## src/tspsf_pkg.sv

```systemverilog
// Shared types and constants for the transport-stream packet sync framer.
package tspsf_pkg;

   localparam int WindowDepth   = 2048;
   localparam int WinAddrBits   = $clog2(WindowDepth);
   localparam int FillBits      = WinAddrBits + 1;
   localparam int MaxPacketSize = 255;
   localparam int MaxSyncCount  = 8;
   localparam int MinSyncCount  = 2;
   localparam int QueueDepth    = 4;
   localparam int QueuePtrBits  = $clog2(QueueDepth);

   localparam logic [7:0] SYNC_WORD = 8'h47;

   localparam logic ACT_DATA  = 1'b0;
   localparam logic ACT_DRAIN = 1'b1;

   localparam logic CSR_PACKET_SIZE  = 1'b0;
   localparam logic CSR_SYNC_PACKETS = 1'b1;

   typedef struct packed {
      logic       action;
      logic [7:0] in_byte;
   } item_type;

   typedef struct packed {
      logic       out_valid;
      logic [7:0] out_byte;
      logic       packet_first;
      logic       packet_last;
      logic       sync_gained;
      logic       sync_dropped;
      logic       window_empty;
   } result_type;

endpackage

```

## src/tspsf_front.sv

```systemverilog
// Input queue that accepts stream transactions and hands them to the framing engine.
module tspsf_front (
   input  logic                clock,
   input  logic                reset,
   input  logic                push,
   output logic                full,
   input  tspsf_pkg::item_type item,
   output logic                deq_valid,
   input  logic                deq,
   output tspsf_pkg::item_type deq_item
);

   tspsf_pkg::item_type slot_ff [tspsf_pkg::QueueDepth];
   logic [tspsf_pkg::QueuePtrBits-1:0] wptr_ff, wptr_in, rptr_ff, rptr_in;
   logic [tspsf_pkg::QueuePtrBits:0]   count_ff, count_in;
   logic                               do_push, do_pop;

   assign full      = count_ff == (tspsf_pkg::QueuePtrBits+1)'(tspsf_pkg::QueueDepth);
   assign deq_valid = count_ff != '0;
   assign deq_item  = slot_ff[rptr_ff];
   assign do_push   = push && !full;
   assign do_pop    = deq && deq_valid;

   always_comb begin
      wptr_in  = do_push ? wptr_ff + 1'b1 : wptr_ff;
      rptr_in  = do_pop ? rptr_ff + 1'b1 : rptr_ff;
      count_in = count_ff;
      if (do_push && !do_pop) begin
         count_in = count_ff + 1'b1;
      end else if (!do_push && do_pop) begin
         count_in = count_ff - 1'b1;
      end
   end

   always_ff @(posedge clock) begin
      if (reset) begin
         wptr_ff  <= '0;
         rptr_ff  <= '0;
         count_ff <= '0;
      end else begin
         wptr_ff  <= wptr_in;
         rptr_ff  <= rptr_in;
         count_ff <= count_in;
      end
      if (do_push) begin
         slot_ff[wptr_ff] <= item;
      end
   end

endmodule

```

## config.mk

```make
export PLATFORM = sky130hd
export DESIGN_NAME = tspsf_front
export DESIGN_NICKNAME = d
export VERILOG_FILES = /design/src/tspsf_pkg.sv /design/src/tspsf_front.sv
export SDC_FILE = /design/constraint.sdc
export NUM_CORES = 1
export LEC_CHECK = 0
export ABC_AREA = 1
export BUFFER_PORTS_ARGS = -buffer_cell sky130_fd_sc_hd__buf_4
export CELL_PAD_IN_SITES_DETAIL_PLACEMENT = 1
export CELL_PAD_IN_SITES_GLOBAL_PLACEMENT = 1
export CORE_MARGIN = 2
export CORE_UTILIZATION = 48
export DETAILED_ROUTE_END_ITERATION = 7
export PLACE_DENSITY = 0.83
export RECOVER_POWER = 25
export SETUP_SLACK_MARGIN = 0.02
export SYNTH_ARGS = -nofsm -noshare
export SYNTH_HDL_FRONTEND = slang
export SYNTH_SLANG_ARGS = --single-unit
```

## constraint.sdc

```tcl
create_clock -name clock -period 4 [get_ports clock]
set_input_delay 0.2 -clock clock [delete_from_list [all_inputs] [get_ports clock]]
set_output_delay 0.2 -clock clock [all_outputs]
set_load 0.005 [all_outputs]
```

==> impl_summary.md, run 1 <==
STA
The total count of hold-check failures in the final report came to 0. Adding up every negative setup slack in the final design gives 0 ns. The portion of the clock cycle consumed by the worst path in the final layout is 50.3%. Between clock sinks in the finished design, the worst skew comes to 0.00798 ns. Counting I/O delays and the setup requirement, the final critical path takes 2.01 ns. Setup repair after global routing left no endpoint under its margin.

The pin slew with the least headroom to its limit is 0.893 ns. Setup violations remaining at the end of the flow were counted as 0. The number of pins exceeding their max-slew limit in the final report is 0.

Timing would allow up to 497 MHz. The relative max-transition margin is 40.2%.

Critical path
In this run the worst path has a maximum fanout of 19. The sort of element at the end of the critical path is a primary output. STA puts the critical path data required time at 3.80 ns.

On the worst path, the slowest cell contributes a delay of 0.86 ns. The critical path is of the reg -> out type. The worst register-to-register path has a setup slack of 2.00 ns. The critical path goes through o21ai_0 -> o22ai_1 -> buf_4. The cell at the slowest stage of the critical path is dfxtp_1. The worst endpoint data arrival time is 1.81 ns. The kind of start point of the critical path is a flip-flop.

Synth
After synthesis the netlist holds a flip-flop and latch count of 45. Among all flip-flop cells after synthesis, the most frequent one is edfxtp_1. Yosys attributes the largest share of cell area to edfxtp_1, dfxtp_1, nor2_1. The netlist area before placement is 1860 um2. The number of flops mapped to enable cells by yosys is 36.

The number of nets in the synthesized netlist is 174. After technology mapping, the gate count stands at 155. The fraction of post-synthesis cell area in the top cell type by area is 58.1%.

The most common cell in the synthesized netlist is edfxtp_1. Of all cell types, the one taking the most synthesized area is edfxtp_1. Synthesis instantiated 21 different standard cells from the library. The register area share after synthesis is 67.7%.

Averaged over all synthesized cells, the footprint is 12.0 um2. The number of warnings reported in the yosys synthesis log is 0. The async set-reset flop share out of synthesis is 0%. Counting instances in the post-synthesis netlist gives the leading cell types as edfxtp_1, nor2_1, o21ai_0.

Placement
At the end of routability-driven placement, the weighted congestion stood at 0.736. The estimated wirelength of the detail-placed design is 2930 um. The port buffer count is 23.

Status
The run finished with clean final reports.

Cells and area
The layout cell share with drive strength beyond 1 is 18.6%. The antenna diode instance count is 0. The final layout contains 201 nets. The area growth from synthesis to layout is 15.9%.

Clocking
The number of sinks handled by clock tree synthesis is 45. The clock passes through at most 2 buffers. The clock tree root driver cell is clkbuf_8.

The post-cts sizing count is 0. The number of buffers inserted by hold repair at cts is 0. The count of H-tree levels built during CTS is 2. TritonCTS built the clock tree. The number of clock buffers added by TritonCTS is 5. The later pin in the worst-skew pair is clocked with a latency of 0.30 ns. After clock tree synthesis, the setup repair step added 0 buffers. The clock transition at the registers of the reported paths is 0.08 ns.

Routing
The routed via count divided by cell count is 5.40. The final wirelength is 4350 um. The count of TritonRoute iterations in the first routing pass is 4. The routed via count is 1247. Dividing the detail-routed wire length by the instance count gives 18.8 um. The first-iteration detailed-routing DRC count is 63.

The remaining antenna violation count is 0. For this run, design rule violations remaining after detail routing come to 0.

Power and ir drop
The peak ir drop on the vdd network is 0.300 mV. Overall power consumption after layout is estimated at 1.39 mW. The static power due to leakage is 0.820 nW.

For this design the ratio of total power to cell area is 644 nW/um2.

Floorplanning
The die area is 4390 um2. The floorplan step set the die width to 66.3 um. The die span in y is 66.3 um. The initialized floorplan defines 22 standard-cell rows.

In this run the standard cell core region covers 3690 um2. In this run the count of I/O pins placed on the die edge is 24. For this configuration, the core starts out at a cell density of 50.5%.

Global routing
The largest net degree at the start of global routing is 20. Summed over all layers, the global routing overflow is 0. The number of antenna violations at the first check in global routing is 0. Global routing consumed, over all layers together, 22.6% of the routing resources. The via count of the first global-routing pass was 1421.

The wire length of the first global-routing pass is 6970 um.

Min path
The kind of path behind the tightest hold check is in -> reg.

Flow run
Across the run, the number of max-cap violations was 0.
[registers in the layout (all words and copies together), names as in the netlist, named ones only]
register / flops
rptr_ff: 2
wptr_ff: 2
slot_ff: 36
count_ff: 3
[through the flow]
stage	instance area (um2)	setup slack, ns	cells	util [%]	hold WS (ns)
floorplan	1860	2.34	155	-	0.269
global placement	2060	2.27	223	55.9	0.402
detailed placement	2060	2.06	223	55.9	0.406
CTS	2180	1.99	231	59.1	0.0965
global route	2160	1.87	231	58.5	0.113
finish	2160	1.99	231	58.5	0.109
[per-layer routing]
layer	track usage [%]	vias to the layer above	share of wire (%)	wire length [um]
li1	-	585	-	-
met1	23.1	620	37	1610
met2	43.1	30	58	2520
met3	3.41	12	2.6	111
met4	12.2	0	2.4	106
met5	0	-	0	0
[final timing paths]
check,from,end,depth (start not counted)
worst max-delay path,flip-flop,deq_item[8],3
worst min-delay path,reset,flip-flop,2
worst max register to register,count_ff[0],count_ff[2],13
worst min register to register,rptr_ff[0],flip-flop,2
[critical path, delay by kind of cell, from the launching register on]
| kind | cells | cell delay, ns |
|---|---|---|
| flops | 1 | 0.86 |
| compound gates | 2 | 0.51 |
| buf+inv | 1 | 0.15 |
[where the power goes]
group | internal [mW] | leakage [nW] | total (mW) | switching (mW)
Clock | 0.203 | 0.0574 | 0.356 | 0.153
Combinational | 0.166 | 0.359 | 0.392 | 0.226
Sequential | 0.574 | 0.404 | 0.642 | 0.0673
Total | 0.943 | 0.820 | 1.39 | 0.446
[cells in the final DEF, fill, tap and decap left out]
| cell | netlist | layout |
|---|---|---|
| edfxtp_1 | 36 | 36 |
| nor2_1 | 31 | 31 |
| o21ai_0 | 17 | 17 |
| buf_4 | 0 | 17 |
| inv_1 | 15 | 15 |
| nand2_1 | 10 | 10 |
| o22ai_1 | 9 | 9 |
| dfxtp_1 | 9 | 9 |
| clkbuf_8 | 0 | 6 |
| clkbuf_1 | 0 | 6 |
| ha_1 | 5 | 5 |
| nand3_1 | 4 | 4 |
| nand2_2 | 3 | 3 |
| a21oi_1 | 3 | 3 |
| nand2_4 | 2 | 2 |
| nor2_4 | 1 | 1 |
| inv_2 | 1 | 1 |
| inv_8 | 1 | 1 |
| o21ai_2 | 1 | 1 |
| o21ai_1 | 1 | 1 |
| xor2_1 | 1 | 1 |
| nand3b_1 | 1 | 1 |
| fa_1 | 1 | 1 |
| clkinvlp_4 | 0 | 1 |
| bufinv_16 | 0 | 1 |
[cells by family (layout without fill, tap and decap cells)]
kind of cell / Yosys count / after routing / synth area share [%]
AO/OA/AOI/OAI: 31 / 31 / 9.14
XOR/XNOR: 1 / 1 / 0.471
adder cells (fa/ha/maj): 6 / 6 / 4.44
buffers and inverters: 20 / 48 / 5.64
flip-flops: 45 / 45 / 67.7
AND/OR/NAND/NOR: 52 / 52 / 12.6
[layout make-up]
cell class,count,area (um2)
fillers,395,1530
flip-flops and latches,45,1260
multi-input cells,90,495
repair buffers,23,150
clock buffers,6,82.6
inverters,17,71.3
well taps,48,60.1
clock inverters,2,37.5
Power figures use the tool's default switching activity.
==> inputs of run 2 (changes only) <==
- CORE_UTILIZATION: 48 -> 41
- PLACE_DENSITY: 0.83 -> 0.75
- clock period: 4 -> 1.8 ns (I/O delays scaled with it)
==> impl_summary.md, run 2 (synthesized netlist as in run 1, its figures left out) <==
Critical path
The worst endpoint data arrival time is 1.90 ns (+0.09 ns). The depth of the worst register-to-register path is 12 (-1). The critical register-to-register path endpoint is count_ff[2].

The setup slack on the worst flop-to-flop path is 0.1 ns (-1.90 ns). The critical path start-end classification is reg -> reg. The kind of start point of the critical path is a flip-flop. The worst-path maximum fanout is 4 (-15). The sort of element at the end of the critical path is a flip-flop. The required time reported for the critical path endpoint is 2.00 ns (-1.80 ns). The reg-to-reg critical path startpoint is count_ff[0].

Floorplanning
The die span in y came to 71.4 um (+7.7%). The core box area is 4350 um2 (+18%). The number of top-level pins came to 24 (unchanged). The initial core utilization is 42.8% (-7.7 points). The die area is 5100 um2 (+16%). The number of cell rows is 24 (+9.1%).

The die width is 71.4 um (+7.7%).

Cells and area
The antenna diode instance count came to 0 (unchanged). The area of combinational cells with multiple inputs came to 510 um2 (+3.0%). The final net count is 219 (+9.0%).

The total non-filler cell area in the finished layout is 2340 um2 (+8.2%). slot_ff holds more flip-flops than any other register. The area used by sequential logic in the layout came to 1270 um2 (+0.60%). The most frequent standard cell in the layout excluding fill and tap cells is edfxtp_1. The utilization after layout is 53.6% (-4.9 points).

The relative area change from synthesis to final layout is 25.5%. The filler cell count is 467 (+18%). The layout cell share with drive strength beyond 1 is 22.9% (+4.3 points). The number of flip-flops under the largest register name is 36 (unchanged).

Leaving out fill and tap cells, the most frequent cells in the layout are edfxtp_1, nor2_1, buf_4. In the final layout, the registers with the most flip-flops are slot_ff (36), count_ff (3).

Global routing
The via count of the first global-routing pass is 1343 (-5.5%). The wire length of the first global-routing pass came to 6460 um (-7.3%). The number of antenna violations at the first check in global routing came to 0 (unchanged). The total overflow reported by the global router is 0 (unchanged).

The largest net degree at the start of global routing came to 20 (unchanged). The combined global-route utilization of all metal layers came to 17.1% (-5.5 points).

Min path
The worst hold path terminates at wptr_ff[0]. The startpoint of the worst hold path is push. The number of cells traversed by the worst hold path came to 4 (+2). In this run the worst hold path is classified as in -> reg.

Placement
The port buffer count is 23 (unchanged). The worst setup slack before clock tree synthesis was -0.0640 ns (-2.13 ns). The global placement routability congestion came to 0.708 (-3.8%).

The post-placement cell area was 2100 um2 (+2.1%). The estimated wirelength of the detail-placed design was 2680 um (-8.8%).

Clocking
The clock latency reported for the late side of the worst-skew pair is 0.29 ns (about the same). The clock transition at the registers of the reported paths is 0.08 ns (about the same). The maximum number of buffers from clock root to sink is 2 (unchanged).

The clock tree root driver cell is clkbuf_8. The number of sinks handled by clock tree synthesis came to 45 (unchanged). The count of H-tree levels built during CTS is 2 (unchanged). TritonCTS built the clock tree.

The CTS buffer count is 5 (unchanged).

Flow run
The number of violations of the max-capacitance limit is 0 (unchanged).

Routing
The remaining antenna violation count was 0 (unchanged). The routed via count is 1267 (+1.6%). The routed via count divided by cell count was 5.01 (-7.2%). The first-iteration detailed-routing DRC count is 62 (-1.6%).

The routed length per instance is 15.5 um (-18%). The remaining design rule violation count came to 0 (unchanged). The count of TritonRoute iterations in the first routing pass is 4 (unchanged). The final wirelength is 3930 um (-9.7%).

Power and ir drop
The static power due to leakage is 0.904 nW (+10%). The power consumption was 3.11 mW (+120%). The cell area power density is 1330 nW/um2 (+110%). The peak ir drop on the vdd network is 0.676 mV (+130%).

STA
Timing would allow up to 587 MHz. The pin slew with the least headroom to its limit is 0.400 ns (-0.493 ns). The number of pins exceeding their max-slew limit in the final report came to 0 (unchanged). The worst path uses 94.6% of the clock period. The worst-case setup margin in the final layout came to 0.0978 ns (-1.89 ns). The relative max-transition margin is 73.3% (+33 points). The setup violation total in the final timing report is 0 (unchanged). The worst clock skew is 0.00840 ns (+0.000418 ns). After layout, the minimum clock period comes to 1.70 ns. The accumulated negative setup slack is 0 ns (unchanged). The total count of hold-check failures in the final report is 0 (unchanged).

Status
The run finished with clean final reports.
-- run 2: changes by cell type in the layout (fill, tap and decap cells not counted), moves of 2 or more --
cell,previous run,this run
dlygate4sd3_1,0,10
dfxtp_1,9,7
dfxtp_4,0,2
buf_4,17,25
nand2_2,3,1
nand2_4,2,4
-- run 2: worst max-delay path: stages, from the launching register on --
cell and delay (ns):
dfxtp_4 0.36, nor2_4 0.16, nand2_4 0.09, nand2_4 0.08
ha_2 0.18, inv_2 0.04, fa_2 0.34, inv_1 0.07
nand2_1 0.05, nand3_1 0.09, nand2_1 0.05, nand2_1 0.05
nor2_1 0.03
-- run 2: area by class of cell --
class | count | share of cell area, %
clock buffer | 5 | 2.95
clock inverter | 3 | 1.77
sequential | 45 | 54.3
tap | 52 | 2.79
multi-input combinational | 90 | 21.9
timing repair buffer | 41 | 13.3
inverter | 17 | 3.05
-- run 2: power by group --
part           switching (mW)  total, mW  internal, mW
Clock                   0.324      0.732         0.408
Sequential             0.0882       1.37          1.28
Combinational           0.568       1.01         0.442
Total                   0.980       3.11          2.13
-- run 2: repair_timing --
action | CTS | global route
setup buffers | 0 | 3
endpoints found under the setup margin | 2 | 2
pin swaps | 0 | 3
resized for setup | 4 | 6
endpoints found under the hold margin | 37 | 0
hold buffers | 10 | 0
-- run 2: per-stage QoR --
step	hold slack [ns]	cells
floorplan	0.159	155
detailed placement	0.294	232
global placement	0.287	232
finish	0.106	253
global route	0.119	253
CTS	0.0979	250
-- run 2: how the worst max path moves through the flow --
stage | startpoint | to | slack [ns] | cells past startpoint
after floorplan | count_ff[0] | count_ff[2] | 0.14 | 13
after global placement | count_ff[0] | count_ff[2] | 0.07 | 13
after detailed placement | count_ff[0] | count_ff[2] | -0.06 | 13
after CTS | count_ff[1] | count_ff[1] | 0.01 | 9
after global routing | count_ff[0] | count_ff[2] | -0.001 | 12
final | count_ff[0] | count_ff[2] | 0.1 | 12
-- run 2: metal layers --
| metal | wire, um | GRT usage (%) |
|---|---|---|
| met1 | 1600 | 18.8 |
| met4 | 73 | 6.29 |
| met3 | 118 | 3.80 |
| met2 | 2130 | 31.9 |
| met5 | 0 | 0 |
==> inputs of run 3 (changes only) <==
==> constraint.sdc (replaced) <==
create_clock -name clock -period 1.8 [get_ports clock]
set_input_delay 0.36 -clock clock [delete_from_list [all_inputs] [get_ports clock]]
set_output_delay 0.36 -clock clock [all_outputs]
set_load 0.005 [all_outputs]
==> impl_summary.md, run 3 (synthesized netlist as in run 1, its figures left out) <==
Global routing
The via count of the first global-routing pass was 1430 (+6.5%). The largest net degree at the start of global routing is 20 (unchanged). The wire length of the first global-routing pass was 6860 um (+6.2%).

The combined global-route utilization of all metal layers is 18.3% (+1.3 points). The number of antenna violations at the first check in global routing came to 0 (unchanged). The total overflow reported by the global router was 0 (unchanged).

Flow run
The number of violations of the max-capacitance limit is 0 (unchanged).

Power and ir drop
The static power due to leakage came to 0.887 nW (-1.9%). The cell area power density came to 1420 nW/um2 (+6.4%). The peak ir drop on the vdd network is 0.696 mV (+3.0%).

Clocking
The clock tree root driver cell is clkbuf_8. The maximum number of buffers from clock root to sink was 2 (unchanged). TritonCTS built the clock tree. The CTS buffer count is 5 (unchanged). The count of H-tree levels built during CTS is 2 (unchanged). The number of sinks handled by clock tree synthesis is 45 (unchanged). The clock latency reported for the late side of the worst-skew pair was 0.29 ns (about the same). The clock transition at the registers of the reported paths came to 0.08 ns (about the same). The number of buffers inserted by hold repair at cts is 0 (-10).

STA
The total count of hold-check failures in the final report came to 0 (unchanged). The relative max-transition margin is 85.9% (+13 points). The setup violation total in the final timing report is 0 (unchanged). The accumulated negative setup slack is 0 ns (unchanged). Setup repair after global routing could not meet its margin everywhere. The worst-case setup margin in the final layout came to 0.0926 ns (-0.00523 ns).

The maximum clock frequency was 586 MHz (-0.31%). The post-route minimum period is 1.71 ns (+0.00523 ns). The worst clock skew is 0.00983 ns (+0.00143 ns). The portion of the clock cycle consumed by the worst path in the final layout came to 94.9% (+0.29 points).

The number of pins exceeding their max-slew limit in the final report is 0 (unchanged). The pin slew with the least headroom to its limit is 0.209 ns (-0.191 ns).

Cells and area
The library cells used most frequently in the layout, excluding fill and tap cells, are edfxtp_1, nor2_1, buf_4. The total non-filler cell area in the finished layout was 2290 um2 (-2.1%). The final net count is 211 (-3.7%). The layout cell share with drive strength beyond 1 is 27.5% (+4.6 points). The number of flip-flops under the largest register name is 36 (unchanged).

In the final layout, the registers with the most flip-flops are slot_ff (36), count_ff (3). The antenna diode instance count is 0 (unchanged). Counting flops per register, the top entry is slot_ff. The area growth from synthesis to layout is 22.8%. The library cell used most frequently in the layout, excluding fill and tap cells, is edfxtp_1.

Floorplanning
The number of cell rows is 24 (unchanged). The number of top-level pins came to 24 (unchanged). The die width is 71.4 um (unchanged). The die span in y is 71.4 um (unchanged). The initial core utilization is 42.8% (unchanged).

The die area is 5100 um2 (unchanged). The core box area came to 4350 um2 (unchanged).

Routing
The remaining design rule violation count came to 0 (unchanged). The detailed route wirelength on metal3 was 115 um (-2.5%). The met2 routed wirelength came to 2300 um (+7.8%). The routed via count divided by cell count came to 5.07 (+1.3%). The final wirelength was 4180 um (+6.4%). The count of TritonRoute iterations in the first routing pass came to 2 (-2). The remaining antenna violation count is 0 (unchanged).

The first-iteration detailed-routing DRC count is 59 (-4.8%). The detailed router used layers up to and including met4. The routed via count was 1243 (-1.9%). The routed length per instance is 17.1 um (+9.8%). The routed metal-1 wire length is 1700 um (+6.2%).

Critical path
The delay of the slowest cell on the worst path is 0.37 ns (about the same). The worst endpoint data arrival time is 1.35 ns (-0.55 ns). The cell family with the largest share of critical-path delay is buffers and inverters. The worst-path maximum fanout is 19 (+15). The worst setup path is captured at a primary output. The worst setup path is launched from a flip-flop. The critical path goes through buf_12 -> inv_8 -> o21ai_1 -> o22ai_1 -> buf_4. The number of buffers and inverters on the critical path is 3 (+1). On the critical path, the stage with the largest delay is an instance of dfxtp_1. The setup path with the least slack is of type reg -> out. The required time reported for the critical path endpoint is 1.44 ns (-0.56 ns).

Placement
The estimated wirelength of the detail-placed design is 2860 um (+7.0%). The global placement routability congestion was 0.711 (+0.42%). The worst setup slack before clock tree synthesis is -0.0852 ns (-0.0212 ns). The port buffer count is 23 (unchanged). The post-placement cell area was 2110 um2 (+0.36%).

Min path
The kind of path behind the tightest hold check is in -> reg.

Status
The flow ran to the end, and the final reports show no timing, DRC or antenna violations.
## run 3: worst paths after layout
check | cells past startpoint | slack (ns) | startpoint | to
setup / recovery | 5 | 0.09 | flip-flop | deq_item[8]
hold / removal | 2 | 0.26 | reset | count_ff[0]
setup reg to reg | 12 | 0.10 | count_ff[1] | count_ff[2]
hold reg to reg | 2 | 0.53 | rptr_ff[1] | flip-flop
## run 3: cell type report
cell class                 count  area [um2]
fill                         471        2070
sequential                    45        1270
multi-input combinational     90         536
timing repair buffer          33         238
clock buffer                   6        72.6
inverter                      17        71.3
tap                           52        65.1
clock inverter                 2        35.0
## run 3: where the power goes
part           leakage [nW]  internal, mW  switching, mW
logic                 0.426         0.509          0.617
clock network        0.0552         0.412          0.330
registers             0.406          1.29         0.0907
total                 0.887          2.21           1.04
## run 3: routing by layer
layer	vias up	track usage, %
met4	0	5.03
met1	610	19.7
met5	-	0
met3	7	4.22
li1	607	-
met2	19	35.5
## run 3: timing repair
action	4_1_cts	5_1_grt
buffers inserted	2	2
pin swaps	2	1
gates resized for setup	15	8
endpoints found under the setup margin	7	8
## run 3: per-stage QoR
stage	hold slack [ns]	util (%)	cells	total power [mW]
final	0.257	52.5	245	3.24
after global routing	0.262	52.5	245	3.45
after CTS	0.254	52.0	243	3.19
after detailed placement	0.511	48.5	233	2.35
after global placement	0.475	48.5	233	2.26
after floorplan	0.429	-	155	1.94
